File: config.mk
export PLATFORM = sky130hd
export DESIGN_NAME = rgb_to_hsv_converter
export DESIGN_NICKNAME = d
export VERILOG_FILES = /design/src/rtl/rhc_pkg.sv /design/src/rtl/rhc_prep.sv /design/src/rtl/rhc_div.sv /design/src/rtl/rhc_skid.sv /design/src/rtl/rgb_to_hsv_converter.sv
export SDC_FILE = /design/constraint.sdc
export NUM_CORES = 1
export LEC_CHECK = 0
export BUFFER_PORTS_ARGS = -buffer_cell sky130_fd_sc_hd__buf_2
export CAP_MARGIN = 20
export CORE_ASPECT_RATIO = 1.4
export CORE_UTILIZATION = 55
export CTS_BUF_LIST = sky130_fd_sc_hd__clkbuf_16
export DETAILED_ROUTE_END_ITERATION = 7
export PLACE_DENSITY = 0.83
export SYNTH_ARGS = -nofsm -noshare
export SYNTH_HDL_FRONTEND = slang
export SYNTH_SLANG_ARGS = --single-unit
File: constraint.sdc
create_clock -name aclk -period 10.4 [get_ports aclk]
set_input_delay 3.12 -clock aclk [delete_from_list [all_inputs] [get_ports aclk]]
set_output_delay 3.12 -clock aclk [all_outputs]
set_load 0.02 [all_outputs]
File: src/rtl/rhc_pkg.sv
`timescale 1ns / 1ps
// ----------------------------------------------------------------------------
// rhc_pkg
// Shared widths, constants and types of the RGB to HSV converter.
// ----------------------------------------------------------------------------
package rhc_pkg;

    // Channel and result widths
    localparam int CH_W       = 8;
    localparam int HUE_W      = 11;
    localparam int IN_DATA_W  = 32;
    localparam int OUT_DATA_W = 40;

    // Divider: numerator up to 256*255 + 254, quotient up to 256
    localparam int NUM_W      = 17;
    localparam int QUO_W      = 9;
    localparam int DIV_STAGES = 3;
    localparam int DIV_STEPS  = 3;

    // Sector bases in 1/256-sector units
    localparam logic [HUE_W-1:0] BASE_RED      = 11'd0;
    localparam logic [HUE_W-1:0] BASE_RED_WRAP = 11'd1536;
    localparam logic [HUE_W-1:0] BASE_GREEN    = 11'd512;
    localparam logic [HUE_W-1:0] BASE_BLUE     = 11'd1024;

    // Fields carried alongside the divider
    typedef struct packed {
        logic [HUE_W-1:0] hue_base;
        logic             hue_neg;
        logic [CH_W-1:0]  brightness;
        logic [CH_W-1:0]  alpha;
    } rhc_side_t;

    // Operands handed from the prep stage to the two dividers
    typedef struct packed {
        logic [NUM_W-1:0] hue_num;
        logic [CH_W-1:0]  hue_den;
        logic [NUM_W-1:0] sat_num;
        logic [CH_W-1:0]  sat_den;
    } rhc_oper_t;

    // One finished result
    typedef struct packed {
        logic [CH_W-1:0]  alpha_out;
        logic [CH_W-1:0]  brightness;
        logic [CH_W-1:0]  saturation;
        logic [HUE_W-1:0] hue;
    } rhc_result_t;

endpackage

File: src/rtl/rhc_prep.sv
`timescale 1ns / 1ps
// ----------------------------------------------------------------------------
// rhc_prep
// First pipeline stage: max/min, sector choice and divider operands.
// ----------------------------------------------------------------------------
module rhc_prep (
    input  logic                       aclk,
    input  logic                       aresetn,
    input  logic                       en,
    input  logic                       in_valid,
    input  logic [rhc_pkg::CH_W-1:0]   red,
    input  logic [rhc_pkg::CH_W-1:0]   green,
    input  logic [rhc_pkg::CH_W-1:0]   blue,
    input  logic [rhc_pkg::CH_W-1:0]   alpha,
    output logic                       out_valid,
    output rhc_pkg::rhc_side_t         out_side,
    output rhc_pkg::rhc_oper_t         out_oper
);

    logic [rhc_pkg::CH_W-1:0]  mx, mn, delta, pos, neg, diff;
    logic                      is_neg;
    logic [rhc_pkg::HUE_W-1:0] base;
    logic [rhc_pkg::NUM_W-1:0] hue_num, sat_num, wrap_adj;

    logic                      valid_reg;
    rhc_pkg::rhc_side_t        side_reg, side_next;
    rhc_pkg::rhc_oper_t        oper_reg, oper_next;

    // Largest and smallest channel
    always_comb begin
        mx = red;
        mn = red;
        if (green > mx) mx = green;
        if (blue > mx)  mx = blue;
        if (green < mn) mn = green;
        if (blue < mn)  mn = blue;
        delta = mx - mn;
    end

    // Sector: red tested first, then green, then blue
    always_comb begin
        if (mx == red) begin
            pos = green;
            neg = blue;
        end else if (mx == green) begin
            pos = blue;
            neg = red;
        end else begin
            pos = red;
            neg = green;
        end
        is_neg = (pos < neg);
        diff   = is_neg ? (neg - pos) : (pos - neg);
        if (mx == red) begin
            base = is_neg ? rhc_pkg::BASE_RED_WRAP : rhc_pkg::BASE_RED;
        end else if (mx == green) begin
            base = rhc_pkg::BASE_GREEN;
        end else begin
            base = rhc_pkg::BASE_BLUE;
        end
    end

    // Numerators; negative offsets round up, so add delta-1 before the floor
    always_comb begin
        wrap_adj = is_neg ? {{(rhc_pkg::NUM_W-rhc_pkg::CH_W){1'b0}}, delta - 8'd1} : '0;
        hue_num  = {1'b0, diff, 8'd0} + wrap_adj;
        sat_num  = {1'b0, delta, 8'd0} - {{(rhc_pkg::NUM_W-rhc_pkg::CH_W){1'b0}}, delta};
    end

    // Zero divisors only meet zero numerators; divide by one instead
    always_comb begin
        side_next.hue_base   = base;
        side_next.hue_neg    = is_neg;
        side_next.brightness = mx;
        side_next.alpha      = alpha;
        oper_next.hue_num    = hue_num;
        oper_next.hue_den    = (delta == 8'd0) ? 8'd1 : delta;
        oper_next.sat_num    = sat_num;
        oper_next.sat_den    = (mx == 8'd0) ? 8'd1 : mx;
    end

    // Stage register
    always_ff @(posedge aclk) begin
        if (!aresetn) begin
            valid_reg <= 1'b0;
        end else if (en) begin
            valid_reg <= in_valid;
        end
    end

    always_ff @(posedge aclk) begin
        if (en) begin
            side_reg <= side_next;
            oper_reg <= oper_next;
        end
    end

    assign out_valid = valid_reg;
    assign out_side  = side_reg;
    assign out_oper  = oper_reg;

endmodule

File: src/rtl/rhc_div.sv
`timescale 1ns / 1ps
// ----------------------------------------------------------------------------
// rhc_div
// Pipelined restoring divider, a few quotient bits per register stage.
// ----------------------------------------------------------------------------
module rhc_div (
    input  logic                        aclk,
    input  logic                        en,
    input  logic [rhc_pkg::NUM_W-1:0]   num,
    input  logic [rhc_pkg::CH_W-1:0]    den,
    output logic [rhc_pkg::QUO_W-1:0]   quo
);

    localparam int NW    = rhc_pkg::NUM_W;
    localparam int QW    = rhc_pkg::QUO_W;
    localparam int DW    = rhc_pkg::CH_W;
    localparam int NST   = rhc_pkg::DIV_STAGES;
    localparam int STEPS = rhc_pkg::DIV_STEPS;
    localparam int LAST  = NST - 1;

    logic [NW-1:0] rem_in  [NST];
    logic [DW-1:0] den_in  [NST];
    logic [QW-1:0] quo_in  [NST];
    logic [NW-1:0] rem_reg [LAST];
    logic [DW-1:0] den_reg [LAST];
    logic [QW-1:0] quo_reg [NST];

    for (genvar k = 0; k < NST; k++) begin : g_stage
        localparam int TOP_BIT = QW - 1 - k * STEPS;

        logic [NW-1:0] rem_next;
        logic [QW-1:0] quo_next;

        // Stage inputs
        if (k == 0) begin : g_first
            assign rem_in[k] = num;
            assign den_in[k] = den;
            assign quo_in[k] = '0;
        end else begin : g_chain
            assign rem_in[k] = rem_reg[k-1];
            assign den_in[k] = den_reg[k-1];
            assign quo_in[k] = quo_reg[k-1];
        end

        // Compare-subtract steps, one quotient bit each
        always_comb begin
            logic [NW-1:0] rem_v;
            logic [NW-1:0] sub_v;
            logic [QW-1:0] quo_v;
            rem_v = rem_in[k];
            quo_v = quo_in[k];
            for (int j = 0; j < STEPS; j++) begin
                sub_v = NW'(den_in[k]) << (TOP_BIT - j);
                if (rem_v >= sub_v) begin
                    rem_v              = rem_v - sub_v;
                    quo_v[TOP_BIT - j] = 1'b1;
                end
            end
            rem_next = rem_v;
            quo_next = quo_v;
        end

        always_ff @(posedge aclk) begin
            if (en) begin
                quo_reg[k] <= quo_next;
            end
        end

        // Partial remainder and divisor go on to the next stage
        if (k < LAST) begin : g_carry
            always_ff @(posedge aclk) begin
                if (en) begin
                    rem_reg[k] <= rem_next;
                    den_reg[k] <= den_in[k];
                end
            end
        end
    end

    assign quo = quo_reg[LAST];

endmodule

File: src/rtl/rhc_skid.sv
`timescale 1ns / 1ps
// ----------------------------------------------------------------------------
// rhc_skid
// Output register with one skid entry; freezes the pipeline only when full.
// ----------------------------------------------------------------------------
module rhc_skid (
    input  logic                  aclk,
    input  logic                  aresetn,
    input  logic                  in_valid,
    input  rhc_pkg::rhc_result_t  in_data,
    output logic                  pipe_en,
    output logic                  m_valid,
    input  logic                  m_ready,
    output rhc_pkg::rhc_result_t  m_data
);

    logic                 out_valid_reg, out_valid_next;
    logic                 skid_valid_reg, skid_valid_next;
    rhc_pkg::rhc_result_t out_data_reg, out_data_next;
    rhc_pkg::rhc_result_t skid_data_reg, skid_data_next;
    logic                 arrive, take;

    // Pipeline runs whenever the skid entry is free
    assign pipe_en = !skid_valid_reg;
    assign arrive  = pipe_en && in_valid;
    assign take    = out_valid_reg && m_ready;

    // Next state of output and skid entries
    always_comb begin
        out_valid_next  = out_valid_reg;
        skid_valid_next = skid_valid_reg;
        out_data_next   = out_data_reg;
        skid_data_next  = skid_data_reg;
        if (skid_valid_reg) begin
            if (take) begin
                out_data_next   = skid_data_reg;
                skid_valid_next = 1'b0;
            end
        end else if (arrive) begin
            if (!out_valid_reg || take) begin
                out_data_next  = in_data;
                out_valid_next = 1'b1;
            end else begin
                skid_data_next  = in_data;
                skid_valid_next = 1'b1;
            end
        end else if (take) begin
            out_valid_next = 1'b0;
        end
    end

    always_ff @(posedge aclk) begin
        if (!aresetn) begin
            out_valid_reg  <= 1'b0;
            skid_valid_reg <= 1'b0;
        end else begin
            out_valid_reg  <= out_valid_next;
            skid_valid_reg <= skid_valid_next;
        end
    end

    always_ff @(posedge aclk) begin
        out_data_reg  <= out_data_next;
        skid_data_reg <= skid_data_next;
    end

    assign m_valid = out_valid_reg;
    assign m_data  = out_data_reg;

endmodule

File: src/rtl/rgb_to_hsv_converter.sv
`timescale 1ns / 1ps
// ----------------------------------------------------------------------------
// rgb_to_hsv_converter
// Converts one RGBA pixel per clock, while the output is not stalled, into hue, saturation, value and alpha.
// ----------------------------------------------------------------------------
// Usage:
//   Pixels enter on the s_ stream (s_tvalid/s_tready/s_tdata); each accepted
//   transaction yields exactly one result transaction on the m_ stream, in
//   order. Hue is in 1/256-sector units (0..1535), saturation is
//   floor(255*delta/max), brightness is the largest channel, alpha passes.
//   Stages: an accepted pixel passes the prep stage, three divider stages of
//   three quotient bits each and the output register. Throughput: one pixel
//   per clock while the output is not stalled, set by the pipelined restoring
//   dividers that each retire three quotient bits per stage.
//   Reset: aresetn low clears all valid bits; no result is presented and
//   s_tready is high on the first cycle after reset.
//   Stall: while m_tready is low the output register holds its result; one
//   more transaction lands in a skid entry, after which s_tready drops and
//   the whole pipeline freezes until the output is taken. Nothing is lost
//   or repeated.
// ----------------------------------------------------------------------------
module rgb_to_hsv_converter (
    input  logic                             aclk,
    input  logic                             aresetn,
    input  logic                             s_tvalid,
    output logic                             s_tready,
    // red[7:0], green[15:8], blue[23:16], alpha[31:24]
    input  logic [rhc_pkg::IN_DATA_W-1:0]    s_tdata,
    output logic                             m_tvalid,
    input  logic                             m_tready,
    // hue[10:0], saturation[18:11], brightness[26:19], alpha_out[34:27], zero[39:35]
    output logic [rhc_pkg::OUT_DATA_W-1:0]   m_tdata
);

    localparam int NST  = rhc_pkg::DIV_STAGES;
    localparam int LAST = NST - 1;

    logic                          pipe_en;
    logic                          prep_valid;
    rhc_pkg::rhc_side_t            prep_side;
    rhc_pkg::rhc_oper_t            prep_oper;
    logic                          valid_reg [NST];
    rhc_pkg::rhc_side_t            side_reg  [NST];
    logic [rhc_pkg::QUO_W-1:0]     hue_quo, sat_quo;
    rhc_pkg::rhc_result_t          result, out_result;
    rhc_pkg::rhc_side_t            side_last;

    assign s_tready = pipe_en;

    // Stage 1: max/min, sector and operands
    rhc_prep u_prep (
        .aclk      (aclk),
        .aresetn   (aresetn),
        .en        (pipe_en),
        .in_valid  (s_tvalid),
        .red       (s_tdata[7:0]),
        .green     (s_tdata[15:8]),
        .blue      (s_tdata[23:16]),
        .alpha     (s_tdata[31:24]),
        .out_valid (prep_valid),
        .out_side  (prep_side),
        .out_oper  (prep_oper)
    );

    // Stages 2-4: hue fraction and saturation dividers
    rhc_div u_hue_div (
        .aclk (aclk),
        .en   (pipe_en),
        .num  (prep_oper.hue_num),
        .den  (prep_oper.hue_den),
        .quo  (hue_quo)
    );

    rhc_div u_sat_div (
        .aclk (aclk),
        .en   (pipe_en),
        .num  (prep_oper.sat_num),
        .den  (prep_oper.sat_den),
        .quo  (sat_quo)
    );

    // Valid bits and sideband fields follow the divider stages
    always_ff @(posedge aclk) begin
        if (!aresetn) begin
            for (int k = 0; k < NST; k++) begin
                valid_reg[k] <= 1'b0;
            end
        end else if (pipe_en) begin
            valid_reg[0] <= prep_valid;
            for (int k = 1; k < NST; k++) begin
                valid_reg[k] <= valid_reg[k-1];
            end
        end
    end

    always_ff @(posedge aclk) begin
        if (pipe_en) begin
            side_reg[0] <= prep_side;
            for (int k = 1; k < NST; k++) begin
                side_reg[k] <= side_reg[k-1];
            end
        end
    end

    // Hue from sector base and rounded fraction
    assign side_last = side_reg[LAST];

    always_comb begin
        if (side_last.hue_neg) begin
            result.hue = side_last.hue_base - rhc_pkg::HUE_W'(hue_quo);
        end else begin
            result.hue = side_last.hue_base + rhc_pkg::HUE_W'(hue_quo);
        end
        result.saturation = sat_quo[rhc_pkg::CH_W-1:0];
        result.brightness = side_last.brightness;
        result.alpha_out  = side_last.alpha;
    end

    // Output register and skid entry
    rhc_skid u_skid (
        .aclk     (aclk),
        .aresetn  (aresetn),
        .in_valid (valid_reg[LAST]),
        .in_data  (result),
        .pipe_en  (pipe_en),
        .m_valid  (m_tvalid),
        .m_ready  (m_tready),
        .m_data   (out_result)
    );

    assign m_tdata = {5'd0, out_result.alpha_out, out_result.brightness,
                      out_result.saturation, out_result.hue};

endmodule

==> results of run 1 <==
==> layer usage <==
| metal | routed length (um) | vias up | GRT usage (%) |
|---|---|---|---|
| li1 | - | 8322 | - |
| met1 | 19400 | 8276 | 25.2 |
| met2 | 29400 | 517 | 49.5 |
| met3 | 2090 | 193 | 2.55 |
| met4 | 3380 | 0 | 15.2 |
| met5 | 0 | - | 0 |
==> stage by stage <==
step           instances  setup TNS [ps]
2_1_floorplan       2226               0
3_3_place_gp        2850               0
3_5_place_dp        2850            -567
4_1_cts             2903               0
5_1_grt             2909            -128
6_report            2909               0
==> timing repair <==
| action | 4_1_cts | 5_1_grt |
|---|---|---|
| buffers inserted | 0 | 5 |
| endpoints found under the setup margin | 0 | 5 |
| hold buffers | 0 | 0 |
| resized for setup | 0 | 8 |
==> Yosys cell counts (9+ instances only) <==
master and number:
clkbuf_1 25, nand2_1 180, o21ai_0 129, nor3_1 32, o31ai_1 17, a21boi_0 15, mux2_2 72, nor4_1 13
edfxtp_1 331, buf_2 16, fa_1 19, o21a_1 15, or2_2 10, or3_1 12, nor2_1 161, o21bai_1 9
a211oi_1 13, ha_1 191, a21oi_1 152, a21boi_1 9, a21o_1 55, nand4_1 41, o21ai_1 21, and3_1 17
nand3_1 25, inv_1 187, xor2_1 43, and2_1 23, xnor2_1 89, mux2i_1 41, buf_4 9, nand2b_1 42
nor2b_1 46
==> worst min path at each step <==
stage                                                   from                            endpoint  slack [ps]  cells after the start
after floorplan                 u_prep.out_side[0]$_DFFE_PN_            side_reg[0][0]$_DFFE_PN_         400                      0
after global placement              side_reg[0][2]$_DFFE_PN_           side_reg[0][30]$_DFFE_PN_         400                      0
after detailed placement       u_prep.out_side[15]$_DFFE_PN_           side_reg[0][15]$_DFFE_PN_         400                      0
after CTS                      u_prep.out_side[15]$_DFFE_PN_           side_reg[0][15]$_DFFE_PN_         410                      0
after global routing      u_sat_div.quo_reg[0][15]$_DFFE_PN_  u_sat_div.quo_reg[0][24]$_DFFE_PN_         430                      0
final                          u_prep.out_side[15]$_DFFE_PN_           side_reg[0][15]$_DFFE_PN_         410                      0
==> cell families after synthesis <==
kind of cell / count (synthesis)
flip-flops: 334
adder cells (fa/ha/maj): 212
multiplexers: 119
AO/OA/AOI/OAI: 518
buffers and inverters: 252
XOR/XNOR: 133
other: 1
AND/OR/NAND/NOR: 653
==> worst max-delay path: cells and delay by family <==
| kind | cells | cell delay (ps) |
|---|---|---|
| buffers and inverters | 7 | 1040 |
| AND/OR/NAND/NOR | 12 | 1330 |
| AO/OA/AOI/OAI | 15 | 3030 |
| adder cells (fa/ha/maj) | 3 | 1050 |
| multiplexers | 2 | 510 |
| XOR/XNOR | 1 | 110 |
==> area by class of cell <==
type                            instances  share of cell area, %
Tap cell                              540                   2.66
Clock buffer                           31                   3.06
Multi-Input combinational cell       1640                   47.3
Inverter                              193                   2.89
Sequential cell                       334                   39.4
Timing Repair Buffer                  149                   3.79
Clock inverter                         22                  0.853
==> run_results.csv, run 1 <==
group,metric,value,unit
die,dieWidth,175,um
layout,largest_register_ffs,57,
global_route,grt_pass1_wl,86500,um
critical_path,startpoint,"s_tdata[1]",
sta,fin_crit_sh,95.4,%
layout,register_area,10000,um2
layout,layout-drive-gt1-share,14.4,%
synthesis,yosys_most_used_dff,"edfxtp_1",
cts,clkLatencyLatePin,570,ps
route,ant_nets,0,
critical_path,cp-start-kind,"input pin",
synthesis,netlist_area,23000,um2
sta,setup_viol,0,
critical_path,cp-endpoint,"u_prep.out_oper[48]$_DFFE_PN_",
job,cap_violations,0,
sta,fin_skew,13.0,ps
synthesis,ys_types,99,
layout,layout_common_cells,"edfxtp_1, inv_1, ha_1",
synthesis,avgSynthCellArea,10.3,um2
layout,finish.instance_area,25400,um2
critical_path,reg2reg_slack,870,ps
global_route,grtUsageTotal,25.3,%
layout,nets,2594,
cts,cts.clk_slew.worst_paths,70,ps
layout,diodes,0,
die,die_area,42600,um2
critical_path,path_max_fanout,13,
die,die_h,244,um
cts,cts_made_buffers,30,
synthesis,yosys.area_share.simple,14.6,%
sta,fmax,101,MHz
synthesis,ys.warnings.count,0,
cts,cts_buffer_depth,3,
critical_path,timing.critical_path.mode_cell,"buf_4",
synthesis,synth_fa_ha_area_share,12.1,%
synthesis,netlist_instances,2222,
cts,cts_tree,"done",
outcome,outcome,"finished clean",
sta,period_needed,9920,ps
synthesis,synth_area_leaders,"edfxtp_1, ha_1, mux2_2",
critical_path,r2r_start,"u_sat_div.den_reg[0][0]$_DFFE_PN_",
critical_path,reg2regPathDepth,38,
place,gp_congestion,0.974,
layout,multiInputGateArea,12000,um2
synthesis,synth_seq_cells,334,
synthesis,synth_edf_count,331,
global_route,grt_pass1_vias,17500,
layout,final_core_util,61.6,%
global_route,gr-total-overflow,0,
synthesis,async_flop_share,0,%
critical_path,slowest_delay,460,ps
synthesis,synth_mux_area_share,5.69,%
route,dr.pass1.iters,5,
synthesis,synth-xor-area-share,5.10,%
die,start_util,55.8,%
synthesis,synth_compound_area_share,14.5,%
place,dpl_cell_area,24300,um2
sta,final_hold_viol_count,0,
synthesis,yosysTopAreaCell,"edfxtp_1",
route,vias,17300,
synthesis,synth_top_family_by_area,"simple AND/OR/NAND/NOR gates",
route,wire_per_inst,18.6,um
synthesis,yosysSeqAreaShare,43.5,%
route,vias_per_cell,5.95,
layout,area_growth,10.4,%
route,totalWireLength,54200,um
critical_path,arrival,10230,ps
sta,tightest_slew,1190,ps
cts,h-tree-depth,1,
worst_hold_path,hold_class,"register to register",
die,rows,88,
sta,setup_slack,478,ps
place,place_ws,-180,ps
critical_path,worstPathRequired,10710,ps
place,place_hpwl,41300,um
sta,worst_hold_slack,410,ps
synthesis,yosysTopAreaCellShare,43.2,%
critical_path,cp-end-kind,"register",
critical_path,cp_slowest_cell,"fa_1",
layout,fill_cells,3149,
global_route,grt_max_degree,222,
place,port_buffers,72,
cts,clock_sinks,334,
cts,cts-root-buf,"clkbuf_16",
die,fp.coreArea,41200,um2
layout,layout_commonest_cell,"edfxtp_1",
sta,slew_headroom,20.4,%
critical_path,path_class,"input pin to register",
route,drt_iter0_drc,918,
route,drc,0,
critical_path,rr_endpoint,"u_sat_div.rem_reg[0][28]$_DFFE_PN_",
die,io_pins,78,
sta,slew_violations,0,
global_route,antenna_found_initial,0,
Power of run 1 is not shown: default switching activity piles up to over one toggle a cycle in this logic, so the estimate is an artifact.
==> run 2: changes to the inputs <==
--- a/config.mk
+++ b/config.mk
@@ -11,7 +11,8 @@
 export CORE_UTILIZATION = 55
 export CTS_BUF_LIST = sky130_fd_sc_hd__clkbuf_16
 export DETAILED_ROUTE_END_ITERATION = 7
-export PLACE_DENSITY = 0.83
+export MAX_ROUTING_LAYER = met4
+export PLACE_DENSITY = 0.8
 export SYNTH_ARGS = -nofsm -noshare
 export SYNTH_HDL_FRONTEND = slang
 export SYNTH_SLANG_ARGS = --single-unit
==> constraint.sdc (replaced) <==
create_clock -name aclk -period 10.9 [get_ports aclk]
set_input_delay 3.27 -clock aclk [delete_from_list [all_inputs] [get_ports aclk]]
set_output_delay 3.27 -clock aclk [all_outputs]
set_load 0.02 [all_outputs]
==> run 2 against run 1 <==
Net effect: routed wire length down 2.1%; register-to-register slack better by 620 ps; critical path type unchanged; clock skew down 1.2 ps; final cell count down 0.62%; via count down 2.4%; sequential cell count unchanged; clock-buffer cell count down 2; sequential share of layout area up 0.18 points; cell area down 0.47%; worst setup slack better by 79 ps; critical path depth down 7.
==> run_results.csv, run 2 (synthesis gave the netlist of run 1 again) <==
group,metric,value,unit
outcome,outcome,"finished clean",
layout,final_core_util,61.4,%
job,cap_violations,0,
worst_hold_path,hold_start,"side_reg[0][40]$_DFFE_PN_",
sta,fmax,96.7,MHz
route,vias,16900,
die,io_pins,78,
sta,fin_skew,11.8,ps
critical_path,r2r_start,"u_sat_div.den_reg[0][0]$_DFFE_PN_",
global_route,met1_usage,25.1,%
route,wire_per_inst,18.4,um
worst_hold_path,hold_class,"register to register",
critical_path,slowest_delay,480,ps
global_route,antenna_found_initial,0,
sta,tns,0,ps
critical_path,path_max_fanout,11,
layout,layout_commonest_cell,"edfxtp_1",
critical_path,cp_slowest_cell,"and4bb_4",
sta,final_hold_viol_count,0,
critical_path,timing.critical_path.mode_cell,"a21o_1",
route,ant_nets,0,
die,dieWidth,175,um
sta,fin_crit_sh,94.9,%
cts,h-tree-depth,1,
route,drt_iter0_drc,793,
cts,cts_made_buffers,29,
sta,tightest_slew,1030,ps
critical_path,worstPathRequired,11200,ps
die,rows,88,
layout,layout-drive-gt1-share,13.7,%
global_route,grt_pass1_vias,16900,
global_route,grtUsageTotal,25.2,%
critical_path,cp-end-kind,"register",
sta,period_needed,10340,ps
layout,area_growth,9.87,%
route,dr.pass1.iters,5,
route,totalWireLength,53100,um
layout,finish.instance_area,25300,um2
place,place_hpwl,41300,um
cts,cts_hold_buf,0,
cts,clock_sinks,334,
layout,nets,2576,
die,fp.coreArea,41200,um2
cts,cts_tree,"done",
global_route,top_usage_layer,"met2",
route,drc,0,
die,start_util,55.8,%
layout,layout_common_cells,"edfxtp_1, ha_1, inv_1",
critical_path,cp-start-kind,"input pin",
sta,slew_violations,0,
route,vias_per_cell,5.84,
cts,cts-root-buf,"clkbuf_16",
place,gp_congestion,0.960,
critical_path,path_class,"input pin to register",
global_route,grt_max_degree,87,
global_route,gr-total-overflow,0,
sta,rsz0062_at_grt,"no",
layout,largest_register_ffs,57,
die,die_area,42600,um2
cts,cts.clk_slew.worst_paths,70,ps
cts,clkLatencyLatePin,550,ps
place,dpl_cell_area,24200,um2
global_route,met3_usage,1.90,%
sta,setup_viol,0,
global_route,use_met2,49.1,%
cts,cts_buffer_depth,3,
critical_path,arrival,10640,ps
critical_path,startpoint,"s_tdata[5]",
global_route,grt_pass1_wl,83800,um
place,port_buffers,72,
sta,slew_headroom,31.4,%
die,die_h,244,um
layout,diodes,0,
## run 2: changes by cell type in the layout (fill, tap and decap cells not counted), moves of 3 or more
cell,change
clkinv_4,+3
clkinv_2,-3
clkinv_1,+4
clkinvlp_4,+4
inv_1,-8
buf_4,-17
## run 2: worst paths after layout
kind	end	slack [ps]	cells past startpoint
worst max-delay path	u_prep.out_oper[46]$_DFFE_PN_	560	33
worst min-delay path	side_reg[0][68]$_DFFE_PN_	410	0
worst max register to register	u_sat_div.rem_reg[0][28]$_DFFE_PN_	1490	39
worst min register to register	side_reg[0][68]$_DFFE_PN_	410	0
## run 2: metal layers
| metal | vias up | share of wire [%] |
|---|---|---|
| met2 | 382 | 55 |
| met5 | - | 0 |
| met3 | 125 | 2.8 |
| li1 | 8285 | - |
| met1 | 8098 | 37 |
| met4 | 0 | 4.9 |
## run 2: through the flow
stage          hold WS [ps]  cells  setup WS, ps
2_1_floorplan           400   2226           389
5_1_grt                 419   2891          8.34
6_report                415   2891           557
4_1_cts                 419   2885           539
3_3_place_gp            402   2833           113
3_5_place_dp            405   2833         -2.63
## run 2: final cells by class
type | count | area (um2)
clock buffer | 29 | 726
clock inverter | 23 | 287
fill | 3212 | 15900
inverter | 193 | 734
multi-input combinational | 1641 | 12000
sequential | 334 | 10000
tap | 540 | 676
timing repair buffer | 131 | 816
## run 2: repair_timing
action                     CTS  global route
setup endpoints to repair    0             4
buffers inserted             0             4
resized for setup            0             5
## run 2: worst max-delay path, delay by kind of cell
family          cells  cell delay, ps
compound gates     13            3000
buf+inv             4             570
fa+ha+maj           3            1060
simple gates       10            2010
mux                 2             570
xor+xnor            1             150
Power of run 2 is left out for the same reason.
